<file path="src/hdl/tmt_pkg.sv">
// tmt_pkg: shared types and constants of the trapezoid motion timeline
// depends on nothing; imported by every other file of the block but tmt_if
`timescale 1ns / 1ps

package tmt_pkg;

   localparam int MAX_EVENTS_DEF = 64;
   localparam int FRAC_BITS_DEF  = 16;

   // register indexes of the configuration port
   localparam logic [1:0] REG_ACCEL   = 2'd0;
   localparam logic [1:0] REG_DECEL   = 2'd1;
   localparam logic [1:0] REG_SPACING = 2'd2;
   localparam logic [1:0] REG_BOUND   = 2'd3;

   // event kinds
   localparam logic [1:0] K_ACCEL  = 2'd0;
   localparam logic [1:0] K_CRUISE = 2'd1;
   localparam logic [1:0] K_BRAKE  = 2'd2;
   localparam logic [1:0] K_STOP   = 2'd3;

   // arithmetic unit operations
   typedef enum logic [1:0] {
      AM_MULDIV,
      AM_MUL,
      AM_SQRT
   } arith_mode_type;

   typedef enum logic [2:0] {
      AR_IDLE,
      AR_MUL,
      AR_CHK,
      AR_DIV,
      AR_SQRT
   } ar_state_type;

   // calculations run on the shared arithmetic unit
   typedef enum logic [4:0] {
      C_NONE,
      C_SA,
      C_SD,
      C_TA,
      C_TD,
      C_TC,
      C_AD,
      C_Q,
      C_VP,
      C_SPK,
      C_AQ,
      C_ASQ,
      C_CR,
      C_B0,
      C_VV,
      C_P,
      C_BSQ,
      C_BR
   } calc_type;

   // register operations of the datapath
   typedef enum logic [2:0] {
      OP_NONE,
      OP_LOAD,
      OP_DS,
      OP_OFFMAX,
      OP_MDINC
   } dp_op_type;

   typedef enum logic [2:0] {
      CS_IDLE,
      CS_GO,
      CS_WAIT,
      CS_FIT,
      CS_PHASE,
      CS_CHECK,
      CS_MS,
      CS_STOP
   } ctl_state_type;

   typedef struct packed {
      dp_op_type  op;
      calc_type   calc;
      logic       start;
      logic       emit;
      logic [1:0] kind;
      logic       is_ms;
      logic       last;
      logic       drop;
      logic [1:0] phase;
      logic       trap;
   } cmd_type;

   typedef struct packed {
      logic done;
      logic fits;
      logic ms_more;
      logic a_small;
      logic d_small;
   } status_type;

endpackage

</file>
<file path="src/hdl/tmt_ctrl.sv">
// tmt_ctrl: sequencer of the plan, the phase walk and the milestone events
// depends on tmt_pkg
`timescale 1ns / 1ps

module tmt_ctrl import tmt_pkg::*; #(
   parameter int MAX_EVENTS = MAX_EVENTS_DEF
) (
   input  logic       clock,
   input  logic       reset,
   input  logic       req_valid,
   output logic       req_ready,
   output logic       rsp_valid,
   input  logic       rsp_ready,
   input  status_type status,
   output cmd_type    cmd
);

   localparam int CNT_W = $clog2(MAX_EVENTS + 1);

   ctl_state_type state_ff, state_in;
   calc_type      calc_ff, calc_in;
   logic          trap_ff, trap_in;
   logic [1:0]    phase_ff, phase_in;
   logic [CNT_W-1:0] cnt_ff, cnt_in;
   logic          drop_ff, drop_in;
   logic          halt_ff, halt_in;
   logic          outv_ff, outv_in;

   logic          emit_ok, more, full;
   logic [1:0]    n, kind;
   logic [CNT_W+1:0] need;

   always_comb begin
      emit_ok = !outv_ff || rsp_ready;
      n       = trap_ff ? 2'd3 : 2'd2;
      if (phase_ff == 2'd0)                 kind = K_ACCEL;
      else if (trap_ff && phase_ff == 2'd1) kind = K_CRUISE;
      else                                  kind = K_BRAKE;
      more = !halt_ff && status.ms_more;
      need = (CNT_W + 2)'(cnt_ff) + (CNT_W + 2)'(n - phase_ff);
      full = need >= (CNT_W + 2)'(MAX_EVENTS);
   end

   // next state
   always_comb begin
      state_in = state_ff;
      calc_in  = calc_ff;
      unique case (state_ff)
         CS_IDLE: begin
            if (req_valid) begin
               state_in = CS_GO;
               calc_in  = C_SA;
            end
         end
         CS_GO: state_in = CS_WAIT;
         CS_WAIT: begin
            if (status.done) begin
               state_in = CS_GO;
               case (calc_ff)
                  C_SA:  calc_in = C_SD;
                  C_SD:  state_in = CS_FIT;
                  C_TA:  calc_in = C_TD;
                  C_TD: begin
                     if (trap_ff) calc_in = C_TC;
                     else state_in = CS_PHASE;
                  end
                  C_TC:  state_in = CS_PHASE;
                  C_AD:  calc_in = C_Q;
                  C_Q:   calc_in = C_VP;
                  C_VP:  calc_in = C_SPK;
                  C_SPK: calc_in = C_TA;
                  C_AQ:  calc_in = C_ASQ;
                  C_VV:  calc_in = C_P;
                  C_P:   calc_in = C_BSQ;
                  C_BSQ: calc_in = C_BR;
                  default: state_in = CS_MS;
               endcase
            end
         end
         CS_FIT: begin
            state_in = CS_GO;
            calc_in  = status.fits ? C_TA : C_AD;
         end
         CS_PHASE: begin
            if (emit_ok) state_in = CS_CHECK;
         end
         CS_CHECK: begin
            if (more) begin
               if (!full) begin
                  state_in = CS_GO;
                  case (kind)
                     K_ACCEL: begin
                        if (status.a_small) state_in = CS_MS;
                        else calc_in = C_AQ;
                     end
                     K_CRUISE: calc_in = C_CR;
                     default:  calc_in = status.d_small ? C_B0 : C_VV;
                  endcase
               end
            end else begin
               state_in = (phase_ff + 2'd1 == n) ? CS_STOP : CS_PHASE;
            end
         end
         CS_MS: begin
            if (emit_ok) state_in = CS_CHECK;
         end
         CS_STOP: begin
            if (emit_ok) state_in = CS_IDLE;
         end
         default: state_in = CS_IDLE;
      endcase
   end

   // outputs
   always_comb begin
      req_ready = 1'b0;
      cmd.op    = OP_NONE;
      cmd.calc  = calc_ff;
      cmd.start = 1'b0;
      cmd.emit  = 1'b0;
      cmd.kind  = kind;
      cmd.is_ms = 1'b0;
      cmd.last  = 1'b0;
      cmd.drop  = 1'b0;
      cmd.phase = phase_ff;
      cmd.trap  = trap_ff;
      unique case (state_ff)
         CS_IDLE: begin
            req_ready = 1'b1;
            if (req_valid) cmd.op = OP_LOAD;
         end
         CS_GO: cmd.start = 1'b1;
         CS_PHASE: cmd.emit = emit_ok;
         CS_CHECK: begin
            if (more && !full) begin
               cmd.op = (kind == K_ACCEL && status.a_small) ? OP_OFFMAX : OP_DS;
            end
         end
         CS_MS: begin
            cmd.is_ms = 1'b1;
            cmd.emit  = emit_ok;
            if (emit_ok) cmd.op = OP_MDINC;
         end
         CS_STOP: begin
            cmd.kind = K_STOP;
            cmd.last = 1'b1;
            cmd.drop = drop_ff;
            cmd.emit = emit_ok;
         end
         default: ;
      endcase
   end

   // counters and flags
   always_comb begin
      trap_in  = trap_ff;
      phase_in = phase_ff;
      cnt_in   = cnt_ff;
      drop_in  = drop_ff;
      halt_in  = halt_ff;
      outv_in  = cmd.emit ? 1'b1 : (rsp_ready ? 1'b0 : outv_ff);
      if (state_ff == CS_IDLE && req_valid) begin
         phase_in = 2'd0;
         cnt_in   = '0;
         drop_in  = 1'b0;
         halt_in  = 1'b0;
      end
      if (state_ff == CS_FIT) trap_in = status.fits;
      if ((state_ff == CS_PHASE || state_ff == CS_MS) && emit_ok) cnt_in = cnt_ff + 1'b1;
      if (state_ff == CS_CHECK) begin
         if (more && full) begin
            drop_in = 1'b1;
            halt_in = 1'b1;
         end else if (!more) begin
            phase_in = phase_ff + 2'd1;
         end
      end
   end

   always_ff @(posedge clock) begin
      if (reset) begin
         state_ff <= CS_IDLE;
         calc_ff  <= C_NONE;
         trap_ff  <= 1'b0;
         phase_ff <= 2'd0;
         cnt_ff   <= '0;
         drop_ff  <= 1'b0;
         halt_ff  <= 1'b0;
         outv_ff  <= 1'b0;
      end else begin
         state_ff <= state_in;
         calc_ff  <= calc_in;
         trap_ff  <= trap_in;
         phase_ff <= phase_in;
         cnt_ff   <= cnt_in;
         drop_ff  <= drop_in;
         halt_ff  <= halt_in;
         outv_ff  <= outv_in;
      end
   end

   assign rsp_valid = outv_ff;

endmodule

</file>
<file path="config.mk">
export PLATFORM = sky130hd
export DESIGN_NAME = tmt_ctrl
export DESIGN_NICKNAME = d
export VERILOG_FILES = /design/src/hdl/tmt_pkg.sv /design/src/hdl/tmt_ctrl.sv
export SDC_FILE = /design/constraint.sdc
export NUM_CORES = 1
export LEC_CHECK = 0
export BUFFER_PORTS_ARGS = -buffer_cell sky130_fd_sc_hd__buf_4
export CAP_MARGIN = 10
export CORE_ASPECT_RATIO = 2
export CORE_UTILIZATION = 45
export CTS_CLUSTER_DIAMETER = 200
export DETAILED_ROUTE_END_ITERATION = 7
export GPL_TIMING_DRIVEN = 0
export PLACE_DENSITY = 0.69
export SYNTH_ARGS = -nofsm -noshare
export SYNTH_HDL_FRONTEND = slang
export SYNTH_SLANG_ARGS = --single-unit
</file>
<file path="constraint.sdc">
create_clock -name clock -period 2.65 [get_ports clock]
set_clock_uncertainty 0.1 [all_clocks]
set_input_delay 0.1325 -clock clock [delete_from_list [all_inputs] [get_ports clock]]
set_output_delay 0.1325 -clock clock [all_outputs]
set_load 0.05 [all_outputs]
</file>
==> impl_metrics.yaml, run 1 <==
final_layout:
  n_antenna_cell: 0
  final_common_cell: "buf_4"
  finalNetCount: 306
  areaGrowthSynthToFinish_pct: 28.2
  fillers: 367
  drive_gt1_frac: 0.245
  final_cell_mix: "34 x buf_4, 30 x nor2_1, 23 x a21oi_1"
  final_cell_area_sq_um: 2260
sta:
  worstMarginPinSlew_ns: 0.737
  final_hold_viol_count: 0
  period_share: 1.13
  finalSetupViolations: 10
  rsz0062_at_grt: "yes"
  fin_ws_ns: -0.350
  max_freq_mhz: 333
  fin_worst_hold_slack_ns: 0.0248
  slew_violations: 0
  slew_headroom: 0.508
  final.min_clock_period_ns: 3.00
pwr:
  power-per-cell-area_nw_per_um2: 949
  switching_share: 0.527
  pwr-share-comb: 0.695
  p_seq_frac: 0.204
  p_leak_nw: 0.897
  ir_worst_vdd_v: 0.000739
  intPower_w: 0.00102
  power_switching_w: 0.00113
  p_clk_frac: 0.101
floorplan:
  die_w_um: 46.3
  io_pins: 29
  coreArea_sq_um: 3680
  num_rows: 31
  initial_core_util: 0.479
  die_area_sq_um: 4200
  die_h_um: 90.6
worst_setup_path:
  timing.critical_path.buf_inv: 4
  crit_cells: 13
  worstSetupEndpointType: "output pin"
  critPathTopFamily: "simple AND/OR/NAND/NOR gates"
  critical_path_arrival_ns: 2.77
  startpoint_type: "register"
  path_class: "reg2out"
  r2r_slack_ns: -0.30
  rr_startpoint: "trap_ff$_SDFFE_PP0P_"
  cpMaxStageDelayCell: "or4b_1"
  max_stage_delay_ns: 0.48
  reg2regPathDepth: 14
  crit_start: "trap_ff$_SDFFE_PP0P_"
  cp.required_ns: 2.42
  cp-endpoint: "cmd[15]"
  path_cells: "inv_4, ha_4, inv_2, ha_4, inv_2, fa_2, nor3_1, or4b_1, o2111ai_2, xor2_1, or2_4, o41ai_4, buf_6"
  timing.rr.end: "calc_ff[1]$_SDFFE_PP0P_"
  cp_max_fo: 3
synthesis:
  synthesis.nets: 266
  synth_cell_types: 50
  async_reset_ff_frac: 0
  synth-edff-count: 0
  synth_cells: 247
  yosysWarnings: 0
  ys_seq_area_frac: 0.238
  synth_area_sq_um: 1770
  ys_ff_latch: 21
  synth_area_per_cell_sq_um: 7.15
  synth_ff_type: "dfxtp_1"
grt:
  track_usage: 0.263
  antenna_found_initial: 0
  grt_max_degree: 13
  grt_pass1_wl_um: 8180
  grt.overflow.total: 0
  grt_pass1_vias: 1774
clock_tree:
  clock_latency_ns: 0.27
  clkSinkCount: 21
  cts-buffers-inserted: 3
  cts_buffer_depth: 2
  clk_pin_slew_worst_paths_ns: 0.08
  cts_hold_buffers: 0
  cts_tree: "done"
  htree_levels: 1
  cts_root_buf: "clkbuf_8"
placed_design:
  place.gp.congestion: 0.931
  hpwl_um: 3950
  numPortBuffers: 28
  place_area_sq_um: 2120
route:
  drc_errors: 0
  num_vias: 1876
  via_per_inst: 5.60
  dr.first_iter.drc_count: 48
  ant_nets: 0
  wl_um: 5030
  avgRoutedWirePerCell_um: 15.0
  dr.pass1.iters: 4
status:
  violations: "setup timing"
  status: "complete, but fails checks"
run:
  cap_viol_max_count: 0
worst_hold_path:
  hp-class: "in2reg"
kinds of logic (layout without fill, tap and decap cells):
kind of cell	after synthesis	count (layout)	synth area share
multiplexers	3	3	0.0198
XOR/XNOR	5	5	0.0248
flip-flops	21	21	0.238
AO/OA/AOI/OAI	68	68	0.248
adder cells (fa/ha/maj)	10	10	0.0751
AND/OR/NAND/NOR	111	111	0.320
buffers and inverters	29	68	0.0744
sequential cells by signal, indices dropped and copies added, names as in the netlist:
name       flops
cnt_ff         7
calc_ff        5
state_ff       3
phase_ff       2
drop_ff        1
halt_ff        1
rsp_valid      1
trap_ff        1
power groups by stage:
stage	sequential (W)	combinational [W]	clock [W]
finish	0.000438	0.00149	0.000218
global route	0.000447	0.00163	0.000235
CTS	0.000436	0.00147	0.000221
detailed placement	0.000445	0.00137	0
global placement	0.000443	0.00137	0
floorplan	0.000514	0.000955	0
worst reg2reg max path, cell delays in order, from the launching register on:
cell       delay [ns]
dfxtp_4          0.37
inv_4            0.04
ha_4             0.25
inv_2            0.04
ha_4             0.15
inv_2            0.04
fa_2             0.18
nor3_1           0.04
or4b_1           0.48
o2111ai_2        0.11
xor2_1           0.11
or2_4            0.27
buf_4            0.15
a21oi_4          0.20
mux2_4           0.32
Yosys cell counts, types with 2 or more instances:
library cell	instances	area share
a211oi_1	6	0.025
a211oi_2	2	0.014
a21oi_1	23	0.065
a22oi_1	2	0.0085
a31oi_1	3	0.011
a41oi_1	2	0.0099
and2_1	5	0.018
buf_2	3	0.0085
buf_4	3	0.013
clkbuf_1	11	0.023
dfxtp_1	21	0.24
ha_1	9	0.064
inv_1	11	0.023
mux2i_1	2	0.011
nand2_1	21	0.045
nand2b_1	11	0.039
nand3_1	8	0.023
nand3b_1	5	0.021
nor2_1	30	0.064
nor2b_1	6	0.021
nor3_1	13	0.037
o21ai_0	16	0.045
or2_2	3	0.011
or4b_1	2	0.011
xnor2_1	2	0.0099
xor2_1	3	0.015
metal layers:
metal  share of wire  GRT usage
met1            0.37      0.281
met2            0.57      0.473
met3           0.021     0.0240
met4           0.035      0.115
met5               0          0
how the worst min path moves through the flow:
stage / start / to / slack (ns) / depth (start not counted)
detailed placement: status[3] / trap_ff$_SDFFE_PP0P_ / 0.31 / 3
finish: status[3] / trap_ff$_SDFFE_PP0P_ / 0.02 / 3
global route: status[3] / trap_ff$_SDFFE_PP0P_ / 0.03 / 3
CTS: status[3] / trap_ff$_SDFFE_PP0P_ / 0.02 / 3
floorplan: status[3] / trap_ff$_SDFFE_PP0P_ / 0.16 / 2
global placement: status[3] / trap_ff$_SDFFE_PP0P_ / 0.32 / 3
metrics by stage:
stage	setup slack [ns]	total power (W)	util	cells	TNS [ns]
3_5_place_dp	-0.462	0.00182	0.576	324	-2.48
2_1_floorplan	-0.262	0.00147	-	247	-0.533
3_3_place_gp	-0.461	0.00181	0.576	324	-2.59
5_1_grt	-0.489	0.00232	0.615	335	-3.20
4_1_cts	-0.364	0.00213	0.610	335	-2.51
6_report	-0.350	0.00215	0.615	335	-1.72
cell type report:
| type | count | area, sq um | share of cell area |
|---|---|---|---|
| Tap cell | 49 | 61.3 | 0.0271 |
| Clock inverter | 1 | 5.00 | 0.00221 |
| Clock buffer | 3 | 41.3 | 0.0182 |
| Inverter | 11 | 43.8 | 0.0193 |
| Timing Repair Buffer | 35 | 278 | 0.123 |
| Multi-Input combinational cell | 197 | 1320 | 0.581 |
| Sequential cell | 21 | 429 | 0.190 |
| Buffer | 18 | 90.1 | 0.0398 |
what timing repair did:
| item | 4_1_cts | 5_1_grt |
|---|---|---|
| setup buffers | 7 | 2 |
| resized for setup | 7 | 5 |
| setup endpoints to repair | 10 | 12 |
| pin swaps | 3 | 3 |
Note: power is estimated with default switching activity, not from simulation.
==> run 2: changes to the inputs <==
--- a/config.mk
+++ b/config.mk
@@ -13,6 +13,7 @@
 export DETAILED_ROUTE_END_ITERATION = 7
 export GPL_TIMING_DRIVEN = 0
 export PLACE_DENSITY = 0.69
+export REMOVE_ABC_BUFFERS = 1
 export SYNTH_ARGS = -nofsm -noshare
 export SYNTH_HDL_FRONTEND = slang
 export SYNTH_SLANG_ARGS = --single-unit
==> run 2 against run 1 <==
Against the previous run:
- the flow still finishes with violations (setup timing)
- die area is the same
- hold slack got worse by 0.0014 ns
- clock-buffer cell count unchanged
- critical endpoint unchanged
==> impl_metrics.yaml, run 2 (synthesis results as in run 1) <==
final_layout:
  areaGrowthSynthToFinish_pct: 24.8
  drive_gt1_frac: 0.245
  final_common_cell: "buf_4"
  final_cell_area_sq_um: 2200
  largest_reg_flops: 7
  largest_register: "cnt_ff"
  top_regs: "cnt_ff: 7 flops, calc_ff: 5 flops, state_ff: 3 flops"
  n_antenna_cell: 0
  final_cell_mix: "32 x buf_4, 30 x nor2_1, 22 x a21oi_1"
  finalNetCount: 289
floorplan:
  coreArea_sq_um: 3680
  initial_core_util: 0.479
  io_pins: 29
  num_rows: 31
  die_area_sq_um: 4200
  die_w_um: 46.3
  die_h_um: 90.6
clock_tree:
  clock_latency_ns: 0.27
  cts_buffer_depth: 2
  htree_levels: 1
  cts_root_buf: "clkbuf_8"
  cts_tree: "done"
  clk_pin_slew_worst_paths_ns: 0.08
  cts-buffers-inserted: 3
  clkSinkCount: 21
status:
  violations: "setup timing"
  status: "complete, but fails checks"
worst_setup_path:
  worstSetupEndpointType: "output pin"
  cp_max_fo: 3
  rr_startpoint: "trap_ff$_SDFFE_PP0P_"
  cp.required_ns: 2.42
  startpoint_type: "register"
  critical_path_arrival_ns: 2.79
  r2r_slack_ns: -0.29
  timing.rr.end: "calc_ff[1]$_SDFFE_PP0P_"
  reg2regPathDepth: 14
  path_class: "reg2out"
grt:
  grt_pass1_wl_um: 7940
  antenna_found_initial: 0
  grt_max_degree: 24
  track_usage: 0.253
  grt.overflow.total: 0
  grt_pass1_vias: 1706
sta:
  max_freq_mhz: 331
  worstMarginPinSlew_ns: 0.912
  final_hold_viol_count: 0
  period_share: 1.14
  finalSetupViolations: 9
  final.min_clock_period_ns: 3.02
  slew_headroom: 0.390
  fin_worst_hold_slack_ns: 0.0235
  fin_ws_ns: -0.374
  rsz0062_at_grt: "yes"
  slew_violations: 0
route:
  wl_met2_um: 2760
  dr.max_layer_used: "met4"
  drt-met1-wl_um: 1800
  ant_nets: 0
  avgRoutedWirePerCell_um: 15.7
  wl_met3_um: 134
  num_vias: 1893
  via_per_inst: 5.95
  wl_um: 4990
  drc_errors: 0
  dr.first_iter.drc_count: 64
  dr.pass1.iters: 4
placed_design:
  numPortBuffers: 28
  place_area_sq_um: 1950
  pre_cts_ws_ns: -0.670
  hpwl_um: 3610
  place.gp.congestion: 0.942
worst_hold_path:
  hp-class: "in2reg"
  min_from: "status[3]"
  hold_end: "trap_ff$_SDFFE_PP0P_"
  holdPathStages: 3
pwr:
  power_w: 0.00210
  p_leak_nw: 0.846
  ir_worst_vdd_v: 0.000811
  power-per-cell-area_nw_per_um2: 953
run:
  cap_viol_max_count: 0
## run 2: cell count changes in the layout (fill, tap and decap cells not counted), sizes merged
cell,before,now
buf,42,36
clkbuf,14,3
## run 2: worst max-delay path by stage
stage	start	endpoint	slack, ns	cells after the start
2_1_floorplan	trap_ff$_SDFFE_PP0P_	cmd[15]	-1.84	12
3_3_place_gp	trap_ff$_SDFFE_PP0P_	cmd[15]	-0.69	13
3_5_place_dp	trap_ff$_SDFFE_PP0P_	cmd[15]	-0.67	13
4_1_cts	trap_ff$_SDFFE_PP0P_	cmd[15]	-0.56	13
5_1_grt	trap_ff$_SDFFE_PP0P_	cmd[15]	-0.49	13
6_report	trap_ff$_SDFFE_PP0P_	cmd[15]	-0.37	13
## run 2: area by class of cell
type | instances | area [sq um]
Multi-Input combinational cell | 197 | 1340
Clock buffer | 3 | 41.3
Inverter | 11 | 46.3
Sequential cell | 21 | 425
Tap cell | 49 | 61.3
Fill cell | 357 | 1480
Clock inverter | 1 | 5.00
Timing Repair Buffer | 36 | 285
## run 2: critical path: stages (launching register included)
cell       delay (ns)
dfxtp_4          0.37
inv_4            0.04
ha_4             0.26
inv_4            0.03
ha_4             0.15
inv_2            0.04
fa_2             0.18
nor3_1           0.04
or4b_1           0.48
o2111ai_2        0.09
xor2_1           0.11
or2_4            0.26
o41ai_4          0.25
buf_6            0.21
## run 2: per-stage QoR
step,instances,TNS (ns),util
final,318,-2.03,0.598
after CTS,316,-2.49,0.589
after detailed placement,306,-4.12,0.529
after floorplan,229,-6.55,-
after global placement,306,-4.10,0.529
after global routing,318,-3.38,0.598
## run 2: repair_timing
action                                 in CTS  in global routing
gates resized for setup                    28                  3
setup endpoints to repair                  12                 10
endpoints found under the hold margin       0                  0
pin swaps                                   9                  8
hold buffers                                0                  0
buffers inserted                            6                  2
## run 2: metal layers
layer,track usage,vias to the layer above
li1,-,915
met1,0.260,885
met2,0.438,69
met3,0.0340,24
met4,0.159,0
met5,0,-
## run 2: report_power, final
group          internal [W]  switching, W
Clock              0.000105      0.000118
Combinational      0.000483      0.000849
Sequential         0.000374      0.000173
